<file path="src/sv/gmcp_pkg.sv">
// Shared types and constants for the grid minimum-cost path block.
// Used by gmcp_ctrl, gmcp_datapath and grid_min_cost_path; no dependencies.
package gmcp_pkg;

    localparam int GRID_DIM_DEF = 16;
    localparam int CFG_W        = 5;
    localparam int REQ_W        = 2;
    localparam int POS_W        = 4;
    localparam int COST_W       = 16;
    localparam int DIST_W       = 32;
    localparam int IN_TDATA_W   = 32;
    localparam int OUT_TDATA_W  = 32;
    localparam int APB_DATA_W   = 32;
    localparam int APB_ADDR_W   = 3;
    localparam logic [CFG_W-1:0] SIDE_RST = 5'd16;

    // Request kinds carried in the low bits of the input tdata
    typedef enum logic [REQ_W-1:0] {
        REQ_LOAD = 2'd0,
        REQ_RUN  = 2'd1,
        REQ_READ = 2'd2,
        REQ_NONE = 2'd3
    } t_req;

    // Datapath operations issued by the controller
    typedef enum logic [3:0] {
        OP_NONE,
        OP_LOAD,
        OP_READ,
        OP_READ_OUT,
        OP_CLR,
        OP_INIT_RD,
        OP_INIT_WR,
        OP_SCAN_INIT,
        OP_SCAN,
        OP_SETTLE,
        OP_NB_RD,
        OP_NB_WR,
        OP_FIN_RD,
        OP_FIN_OUT
    } t_dp_op;

    typedef struct packed {
        t_dp_op     op;
        logic [1:0] nb;     // neighbor: 0 right, 1 down, 2 up, 3 left
    } t_dp_cmd;

    typedef struct packed {
        logic out_free;
        logic clr_last;
        logic scan_last;
        logic found;
    } t_dp_sts;

endpackage

</file>
<file path="src/sv/gmcp_ctrl.sv">
// Controller of the grid minimum-cost path block: request handshake and the
// search sequence (clear, seed, scan, settle, relax, answer). Depends on gmcp_pkg.
module gmcp_ctrl (
    input  logic                          i_clk,
    input  logic                          i_rst_n,
    input  logic                          i_s_tvalid,
    output logic                          o_s_tready,
    input  logic [gmcp_pkg::REQ_W-1:0]    i_req,
    input  gmcp_pkg::t_dp_sts             i_sts,
    output gmcp_pkg::t_dp_cmd             o_cmd
);

    typedef enum logic [3:0] {
        S_IDLE,
        S_RD_OUT,
        S_CLR,
        S_INIT_RD,
        S_INIT_WR,
        S_SCAN_INIT,
        S_SCAN,
        S_DRAIN,
        S_DECIDE,
        S_SETTLE,
        S_NB_RD,
        S_NB_WR,
        S_FIN_RD,
        S_FIN_OUT
    } t_state;

    t_state     r_state, n_state;
    logic [1:0] r_nb, n_nb;
    logic       accept;

    assign o_s_tready = (r_state == S_IDLE) && i_sts.out_free;
    assign accept     = i_s_tvalid && o_s_tready;

    // Next state and command
    always_comb begin
        n_state  = r_state;
        n_nb     = r_nb;
        o_cmd.nb = r_nb;
        o_cmd.op = gmcp_pkg::OP_NONE;
        case (r_state)
            S_IDLE: begin
                if (accept) begin
                    case (gmcp_pkg::t_req'(i_req))
                        gmcp_pkg::REQ_LOAD: o_cmd.op = gmcp_pkg::OP_LOAD;
                        gmcp_pkg::REQ_READ: begin
                            o_cmd.op = gmcp_pkg::OP_READ;
                            n_state  = S_RD_OUT;
                        end
                        gmcp_pkg::REQ_RUN: n_state = S_CLR;
                        default: begin
                        end
                    endcase
                end
            end
            S_RD_OUT: begin
                o_cmd.op = gmcp_pkg::OP_READ_OUT;
                n_state  = S_IDLE;
            end
            S_CLR: begin
                o_cmd.op = gmcp_pkg::OP_CLR;
                if (i_sts.clr_last) begin
                    n_state = S_INIT_RD;
                end
            end
            S_INIT_RD: begin
                o_cmd.op = gmcp_pkg::OP_INIT_RD;
                n_state  = S_INIT_WR;
            end
            S_INIT_WR: begin
                o_cmd.op = gmcp_pkg::OP_INIT_WR;
                n_state  = S_SCAN_INIT;
            end
            S_SCAN_INIT: begin
                o_cmd.op = gmcp_pkg::OP_SCAN_INIT;
                n_state  = S_SCAN;
            end
            S_SCAN: begin
                o_cmd.op = gmcp_pkg::OP_SCAN;
                if (i_sts.scan_last) begin
                    n_state = S_DRAIN;
                end
            end
            S_DRAIN: n_state = S_DECIDE;
            S_DECIDE: n_state = i_sts.found ? S_SETTLE : S_FIN_RD;
            S_SETTLE: begin
                o_cmd.op = gmcp_pkg::OP_SETTLE;
                n_nb     = 2'd0;
                n_state  = S_NB_RD;
            end
            S_NB_RD: begin
                o_cmd.op = gmcp_pkg::OP_NB_RD;
                n_state  = S_NB_WR;
            end
            S_NB_WR: begin
                o_cmd.op = gmcp_pkg::OP_NB_WR;
                if (r_nb == 2'd3) begin
                    n_state = S_SCAN_INIT;
                end else begin
                    n_nb    = r_nb + 1'b1;
                    n_state = S_NB_RD;
                end
            end
            S_FIN_RD: begin
                o_cmd.op = gmcp_pkg::OP_FIN_RD;
                n_state  = S_FIN_OUT;
            end
            S_FIN_OUT: begin
                // hold the corner read until the result register frees up
                if (i_sts.out_free) begin
                    o_cmd.op = gmcp_pkg::OP_FIN_OUT;
                    n_state  = S_IDLE;
                end else begin
                    o_cmd.op = gmcp_pkg::OP_FIN_RD;
                end
            end
            default: n_state = S_IDLE;
        endcase
    end

    // State register
    always_ff @(posedge i_clk) begin
        if (!i_rst_n) begin
            r_state <= S_IDLE;
            r_nb    <= 2'd0;
        end else begin
            r_state <= n_state;
            r_nb    <= n_nb;
        end
    end

endmodule

</file>
<file path="config.mk">
export PLATFORM = sky130hd
export DESIGN_NAME = gmcp_ctrl
export DESIGN_NICKNAME = d
export VERILOG_FILES = /design/src/sv/gmcp_pkg.sv /design/src/sv/gmcp_ctrl.sv
export SDC_FILE = /design/constraint.sdc
export NUM_CORES = 1
export LEC_CHECK = 0
export ABC_AREA = 1
export BUFFER_PORTS_ARGS = -buffer_cell sky130_fd_sc_hd__buf_2
export CORE_MARGIN = 4
export CORE_UTILIZATION = 45
export DETAILED_ROUTE_END_ITERATION = 8
export HOLD_SLACK_MARGIN = 0.15
export PLACE_DENSITY = 0.7
export SLEW_MARGIN = 0
export SYNTH_ARGS = -nofsm -noshare
export SYNTH_HDL_FRONTEND = slang
export SYNTH_SLANG_ARGS = --single-unit
</file>
<file path="constraint.sdc">
create_clock -name i_clk -period 1.2 [get_ports i_clk]
set_input_delay 0.06 -clock i_clk [delete_from_list [all_inputs] [get_ports i_clk]]
set_output_delay 0.06 -clock i_clk [all_outputs]
set_load 0.02 [all_outputs]
</file>
After elaboration in Yosys (flattened, before gate mapping)
Cells that the tools add are included.
{ "op_classes": {"reduce_logical": 7, "add_sub_neg": 1, "n_mux": 14, "n_eq_ne": 22} }
{ "op_table": {"columns": ["cell", "count"], "rows": [
  ["$pmux 4 s13", 1],
  ["$pmux 4 s12", 1],
  ["$eq 4x4->1 const B", 6],
  ["$mux 4", 5],
  ["$eq 4x3->1 const B", 4],
  ["$ne 2x2->1 const B", 5],
  ["$eq 4x2->1 const B", 2],
  ["$pmux 2 s2", 2],
  ["$pmux 4 s2", 1],
  ["$reduce_and 5->1", 1],
  ["$eq 2x2->1 const B", 2],
  ["$eq 4x1->1 const B", 1],
  ["$logic_not 4->1", 1],
  ["$mux 2", 2],
  ["$mux 3", 1],
  ["$ne 3x1->1 const B", 1],
  ["$add 2x1->2 const B", 1],
  ["$eq 2x1->1 const B", 1],
  ["$logic_and 1x1->1", 2],
  ["$logic_not 2->1", 1],
  ["$reduce_and 2->1", 1],
  ["$reduce_bool 2->1", 1],
  ["$mux 1", 1]
]} }
{ "totals": {"input_bits": 9, "register_bits": 6, "word_cells": 46, "out_inout_bits": 7} }

Longest topological paths before layout
Gate-level depths: netlist of the first run.
{ "depth": {"word_depth": 5, "depth_mapped": 11} }

Worst setup path after synthesis of the first run
Ideal clock, no wire load.
{ "synth_path": {"kind": "register -> register", "from": "reg r_nb[0]", "to": "reg r_state[1]", "setup_slack_ps": -43, "path_buffers": 0, "stages_incl_launch_ff": 9, "arrival_time_ps": 1133, "period_less_slack_ps": 1243, "cell_sequence": "dfxtp_1 > ha_1 > nand3_1 > nand2_1 > nand2_1 > nor2_1 > nand3_1 > nand2_1 > nor2_1"} }
{ "synth_via": {"elab_chain_len": 3} }
{ "synth_rtl": {"columns": ["item", "line", "source"], "rows": [
  ["from (decl)", "gmcp_ctrl.sv:31", "logic [1:0] r_nb, n_nb;"],
  ["from (signal assigned)", "gmcp_ctrl.sv:130", "r_nb <= n_nb;"],
  ["$eq 2x2->1", "gmcp_ctrl.sv:99", "if (r_nb == 2'd3) begin"],
  ["$mux 4", "gmcp_ctrl.sv:99", null],
  ["$pmux 4 s13", "gmcp_ctrl.sv:43", "case (r_state)"],
  ["to (signal assigned)", "gmcp_ctrl.sv:129", "r_state <= n_state;"],
  ["to (decl)", "gmcp_ctrl.sv:30", "t_state r_state, n_state;"]
]} }
Every way passes these cells.
A chain may end at the register's enable or synchronous reset.

Worst setup path in the final report of the first run
{ "layout_path": {"from": "reg r_state[0]", "to": "reg r_state[1]"} }
{ "layout_via": {"elab_chain_len": 5, "elab_cells_between_ends": 22} }
{ "layout_rtl": {"columns": ["item", "line", "source"], "rows": [
  ["$logic_not 4->1", "gmcp_ctrl.sv:34, gmcp_ctrl.sv:43", null],
  ["$logic_and 1x1->1", "gmcp_ctrl.sv:34", "assign o_s_tready = (r_state == S_IDLE) && i_sts.out_free;"],
  ["$logic_and 1x1->1", "gmcp_ctrl.sv:35", "assign accept = i_s_tvalid && o_s_tready;"],
  ["$ne 2x2->1 (no source line)", null, null],
  ["$reduce_and 5->1 (no source line)", null, null]
]} }
Parallel ways exist; a longest one is shown, timed or not.

==> results.txt, run 1 <==
Cells after Synth - 109
initial antenna violation count - 0
met3 GRT Util - 3.984%
CTS tree - built
Filler cells - 55
Seq cells post-synth - 6
failing checks - setup timing
largest family of logic cells by synthesized area - simple AND/OR/NAND/NOR gates
type of origin of the critical path - flip-flop
critical path fanouts, max - 6
final worst path period need - 1.465 ns
non-filler cells, final - 170
run status - finished with violations
commonest cells in the netlist - 24 x nand2_1, 18 x nor2_1, 16 x inv_1
# diodes - 0
routed length per placed instance - 16.35 um
PD cells - 1440 nW/um2
fin crit share - 122.1%
EDFF count, synth - 0
combinational power share - 72.4%
compound-gate portion of the synthesized area - 13.27%
Die Width - 44.91 um
Slew Viols, Final - 0
CTS sink cnt - 6
nets - 167
Worst Setup End Kind - flip-flop
Setup Viol. Count Final - 9
RSZ-0062 raised after global routing - yes
Synth Area in Adders - 2.041%
Synth Area in Simple Gates - 50.82%
Routed Antenna Nets - 0
data arrival time of the critical path - 1.59 ns
Layout area overhead - 92.24%
post-route setup TNS - -1.803 ns
Die Area - 2017 um2
vias in the first global route - 823
detailed placer's ending HPWL - 1463 um
Pwr Total - 0.001697 W
Via Count - 974
worst slew pin tran - 0.4076 ns
Synth area leader - dfxtp_1
Crit Path Class - flip-flop to flip-flop
Inst Count DP - 154
switching part of the total power - 44.11%
Worst IR Drop VDD - 1.258 mV
Ys Warns - 0
Psw - 0.0007487 W
met2 GRT Util - 38.97%
top-count cell post-synth - nand2_1
FP Rows - 13
Iteration-0 DRC Markers - 62
Final GP Congestion - 0.8504
layout cells sized above 1 - 55.48%
Setup WS post-layout - -0.2647 ns
top cells by area, synth - dfxtp_1 20%, nand2_1 15%, nand3_1 11%, nor2_1 11%, inv_1 9.8%
Clk Latency, worst-skew pair - 0.24 ns
die height - 44.91 um
GR Layer Usage met1 - 26.46%
asr flop ratio synth - 0%
XOR/XNOR share of the synthesized area - 0%
first-pass GRT wire length - 3360 um
Area after DPL - 820.8 um2
top cell type's share of synthesized area - 19.59%
Hold Path Class - input port to flip-flop
H-tree depth - 1
Sequential Power Share - 17.3%
Final Cell Area - 1179 um2
P_int - 0.0009487 W
syn_nets - 119
FMAX - 682.7 MHz
Pre-antenna DRT Iters - 4
WL final - 2780 um
top_reg_cell synth - dfxtp_1
clock share of power - 10.3%
CTS clk-pin slew, worst paths - 0.04 ns
pin count of the biggest net entering global routing - 8
final hold slack - 0.2139 ns
# DRC - 0
worst endpoint required time - 1.33 ns
GRT Residual Overflow - 0
maximum buffer depth of the clock tree - 2
Slew Limit Headroom - 72.71%
Core Region - 1285 um2
total of max-cap violations - 0
leak pwr - 0.5855 nW
Yosys cell types - 20
# port buffers - 15
Starting Density - 47.71%
root buf cell - clkbuf_4
post-synthesis mux area share - 0%
GRT Util Overall - 22.74%
CTS buffer count - 3
post-synthesis sequential area ratio - 19.59%
number of I/O pins - 16
busiest grt layer - met2
Synth Cell Area - 613.1 um2
Setup Skew - 0.002437 ns
Final Hold Fails - 0
Mapped Avg Cell Area - 5.625 um2
via-per-instance ratio - 5.729
-- power by group through the flow --
stage               Sequential (W)  Combinational, W  Clock [W]
floorplan                 0.000249          0.000431          0
global placement          0.000277          0.000637          0
detailed placement        0.000280          0.000647          0
CTS                       0.000288          0.000981   0.000187
global route              0.000296           0.00130   0.000194
finish                    0.000293           0.00123   0.000175
-- flip-flops by register name (all words and copies together) (netlist names) --
signal / cells
r_nb: 2
r_state: 4
-- kinds of logic (layout without fill, tap and decap cells) --
group / count (synthesis) / after routing
AO/OA/AOI/OAI: 14 / 14
adder cells (fa/ha/maj): 1 / 1
buffers and inverters: 21 / 67
flip-flops: 6 / 6
AND/OR/NAND/NOR: 67 / 67
-- path summary, 6_finish.rpt --
kind         cells after the start          to  slack (ns)       start
min                              5  r_state[0]        0.21    i_sts[0]
max                             10  r_state[1]       -0.26  r_state[0]
max reg2reg                     10  r_state[1]       -0.26  r_state[0]
min reg2reg                      2     r_nb[1]        0.52     r_nb[1]
-- timing repair --
item,4_1_cts,5_1_grt
hold endpoints to repair,3,0
hold buffers,1,0
endpoints found under the setup margin,11,11
resized for setup,30,39
setup buffers,9,4
pin swaps,12,19
-- per-stage QoR --
stage	utilization [%]	worst slack (ns)
2_1_floorplan	-	0.02776
3_3_place_gp	63.88	-0.1197
3_5_place_dp	63.88	-0.1701
4_1_cts	78.38	-0.1893
5_1_grt	91.72	-0.3296
6_report	91.72	-0.2647
-- cell type report --
class | count | area (um2) | share of cell area (%)
clock buffers | 3 | 22.52 | 1.911
inverters | 19 | 78.83 | 6.688
flip-flops and latches | 6 | 137.6 | 11.68
well taps | 15 | 18.77 | 1.592
repair buffers | 45 | 369.1 | 31.32
multi-input cells | 82 | 551.8 | 46.82
-- cells in the final DEF (no fill, tap or decap), drive strengths merged --
cell type	netlist	layout
a21oi	3	3
a22oi	1	1
a31o	1	1
buf	2	44
clkbuf	0	3
clkinv	1	1
dfxtp	6	6
dlygate4sd3	0	1
ha	1	1
inv	18	18
nand2	27	27
nand3	14	14
nand3b	1	1
nand4	3	3
nor2	21	21
nor3	1	1
o211ai	2	2
o21ai	7	7
-- layer usage --
layer | vias to the layer above | part of all wire (%)
met1 | 430 | 38
li1 | 448 | -
met2 | 73 | 48
met4 | 0 | 6.3
met5 | - | 0
met3 | 23 | 7.1
-- critical path, cell delays in order (launching register included) --
cell and delay, ns:
dfxtp_4 0.37, nor2_4 0.15, buf_6 0.13, buf_6 0.11, inv_4 0.05, nand3_1 0.08
nand2_1 0.06, nor2_1 0.14, nand3_1 0.10, nand2_1 0.11, nor2_1 0.04
(Power assumes the default switching activity.)
==> run 2, diff against run 1 <==
ABC_AREA = default   (was 1)
CORE_AREA = 4 4 41 43   (was default)
CORE_MARGIN = default   (was 4)
CORE_UTILIZATION = default   (was 45)
DIE_AREA = 0 0 45 47   (was default)
PLACE_DENSITY = 0.67   (was 0.7)
==> run 2 against run 1 <==
Against the previous run: the flow still finishes with violations (setup timing); worst setup slack better by 0.050 ns; clock skew up 0.0082 ns; via count down 27%; power down 55%; area after synthesis down 8.8%; sequential cell count unchanged; highest routed layer unchanged.
==> results.txt, run 2 <==
run status - finished with violations
failing checks - setup timing
GRT Residual Overflow - 0 (unchanged)
commonest cells in the netlist - 9 x nand2_1, 7 x a21oi_1, 7 x o21ai_0
Mapped Avg Cell Area - 7.170 um2 (+27%)
worst endpoint required time - 1.34 ns (about the same)
Core Region - 1301 um2 (+1.3%)
Largest register FFs - 4 (unchanged)
nets - 127 (-24%)
top-count cell post-synth - nand2_1
first-pass GRT wire length - 3187 um (-5.1%)
via-per-instance ratio - 5.446 (-4.9%)
# port buffers - 15 (unchanged)
Slew Viols, Final - 0 (unchanged)
RSZ-0062 raised after global routing - yes
leak pwr - 0.4310 nW (-26%)
# DRC - 0 (unchanged)
register area - 131.4 um2 (-4.5%)
Layout area overhead - 79.19%
root buf cell - clkbuf_4
Seq cells post-synth - 6 (unchanged)
number of I/O pins - 16 (unchanged)
top cells by area, synth - dfxtp_1 21%, a21oi_1 6.3%, o21ai_0 6.3%, nand2_1 6.0%, buf_2 5.4%
Iteration-0 DRC Markers - 19 (-69%)
data arrival time of the critical path - 1.55 ns (-0.04 ns)
most common cell after layout, fill and taps aside - buf_4
routed length per placed instance - 14.50 um (-11%)
PD cells - 754.3 nW/um2 (-48%)
top cell type's share of synthesized area - 21.48% (+1.9 points)
fin crit share - 117.9% (-4.2 points)
pin count of the biggest net entering global routing - 12 (+4)
Setup WS post-layout - -0.2146 ns (+0.05017 ns)
Worst Setup End Kind - flip-flop
Setup Skew - 0.01064 ns (+0.008203 ns)
Slew Limit Headroom - 77.18% (+4.5 points)
Worst IR Drop VDD - 0.5092 mV (-60%)
Yosys cell types - 34 (+70%)
Hold Path Class - input port to flip-flop
detailed placer's ending HPWL - 1202 um (-18%)
Cells after Synth - 78 (-28%)
total of max-cap violations - 0 (unchanged)
Synth Cell Area - 559.3 um2 (-8.8%)
multi-input logic area - 486.7 um2 (-12%)
syn_nets - 88 (-26%)
WL final - 1885 um (-32%)
Final Util - 77.02% (-15 points)
post-synthesis sequential area ratio - 21.48% (+1.9 points)
layout cells sized above 1 - 60.87% (+5.4 points)
Die Width - 45 um (+0.20%)
worst slew pin tran - 0.3375 ns (-0.07011 ns)
die height - 47 um (+4.7%)
FMAX - 706.9 MHz (+3.5%)
Via Count - 708 (-27%)
Filler cells - 91 (+65%)
H-tree depth - 1 (unchanged)
commonest cells after routing, fill and taps aside - 18 x buf_4, 11 x buf_6, 10 x buf_2, 7 x nand2_1, 5 x a21oi_1
GRT Util Overall - 20.63% (-2.1 points)
Starting Density - 42.98% (-4.7 points)
CTS clk-pin slew, worst paths - 0.05 ns (about the same)
vias in the first global route - 691 (-16%)
FP Rows - 13 (unchanged)
type of origin of the critical path - flip-flop
Die Area - 2115 um2 (+4.9%)
Pre-antenna DRT Iters - 4 (unchanged)
CTS buffer count - 3 (unchanged)
Crit Path Class - flip-flop to flip-flop
Inst Count DP - 119 (-23%)
Setup Viol. Count Final - 10 (+1)
Ys Warns - 0 (unchanged)
final worst path period need - 1.415 ns (-0.05017 ns)
non-filler cells, final - 130 (-24%)
maximum buffer depth of the clock tree - 2 (unchanged)
# diodes - 0 (unchanged)
top_reg_cell synth - dfxtp_1
CTS tree - built
EDFF count, synth - 0 (unchanged)
Routed Antenna Nets - 0 (unchanged)
critical path fanouts, max - 2 (-4)
initial antenna violation count - 0 (unchanged)
pre-CTS setup slack - -0.08477 ns (+0.08536 ns)
Clk Latency, worst-skew pair - 0.25 ns (about the same)
CTS sink cnt - 6 (unchanged)
Final GP Congestion - 0.8138 (-4.3%)
Synth area leader - dfxtp_1
largest register by flop count - r_state
top flop regs - r_state x4, r_nb x2
asr flop ratio synth - 0% (unchanged)
Final Hold Fails - 0 (unchanged)
[run 2: through the flow]
step           hold WS (ns)  power [W]  TNS (ns)  cell area (um2)
3_5_place_dp         0.3321  0.0004792   -0.3861            770.7
3_3_place_gp         0.3367  0.0004738   -0.4440            770.7
5_1_grt              0.2326  0.0008034    -1.946             1002
2_1_floorplan        0.1880  0.0003761   -0.2207            570.5
6_report             0.2135  0.0007560    -1.336             1002
4_1_cts              0.1984  0.0007374    -1.141            948.4
[run 2: cell families (layout without fill, tap and decap cells)]
| group | count (synthesis) | after routing | share of synthesized area (%) |
|---|---|---|---|
| AND/OR/NAND/NOR | 34 | 34 | 32.44 |
| multiplexers | 3 | 3 | 6.487 |
| flip-flops | 6 | 6 | 21.48 |
| AO/OA/AOI/OAI | 24 | 24 | 26.18 |
| buffers and inverters | 8 | 45 | 8.053 |
| adder cells (fa/ha/maj) | 1 | 1 | 2.237 |
| XOR/XNOR | 2 | 2 | 3.133 |
[run 2: final cells by class]
cell class	count	area share, %
multi-input combinational	64	48.56
timing repair buffer	41	33.83
sequential	6	13.11
clock buffer	3	2.247
tap	15	1.873
inverter	1	0.3745
[run 2: path summary, 6_finish.rpt]
check | start | to | slack [ns] | depth (start not counted)
setup reg to reg | r_state[2] | r_state[1] | -0.21 | 5
hold reg to reg | r_nb[1] | r_nb[1] | 0.59 | 2
setup / recovery | r_state[2] | r_state[1] | -0.21 | 5
hold / removal | i_sts[0] | r_state[2] | 0.21 | 5
[run 2: critical path: stages, from the launching register on]
cell and delay [ns]:
dfxtp_2 0.36, buf_6 0.10, mux2_4 0.28, or3_4 0.33, a31oi_1 0.19, nor2_1 0.05
[run 2: metal layers]
metal / vias to the layer above / global-route usage (%) / share of wire, %
met2: 27 / 36.44 / 53
met5: - / 0 / 0
met1: 325 / 25.28 / 40
met4: 0 / 7.018 / 0.42
met3: 2 / 3.448 / 6.1
li1: 354 / - / -
[run 2: power by group]
group | switching [W] | internal [W] | total [W]
Combinational | 0.000161 | 0.000179 | 0.000341
Sequential | 0.0000205 | 0.000209 | 0.000229
Clock | 0.0000730 | 0.000113 | 0.000186
Total | 0.000255 | 0.000501 | 0.000756
[run 2: repair_timing]
| item | in CTS | in global routing |
|---|---|---|
| pin swaps | 6 | 6 |
| hold endpoints to repair | 6 | 0 |
| resized for setup | 32 | 13 |
| hold buffers | 1 | 0 |
| setup buffers | 7 | 0 |
| setup endpoints to repair | 11 | 11 |
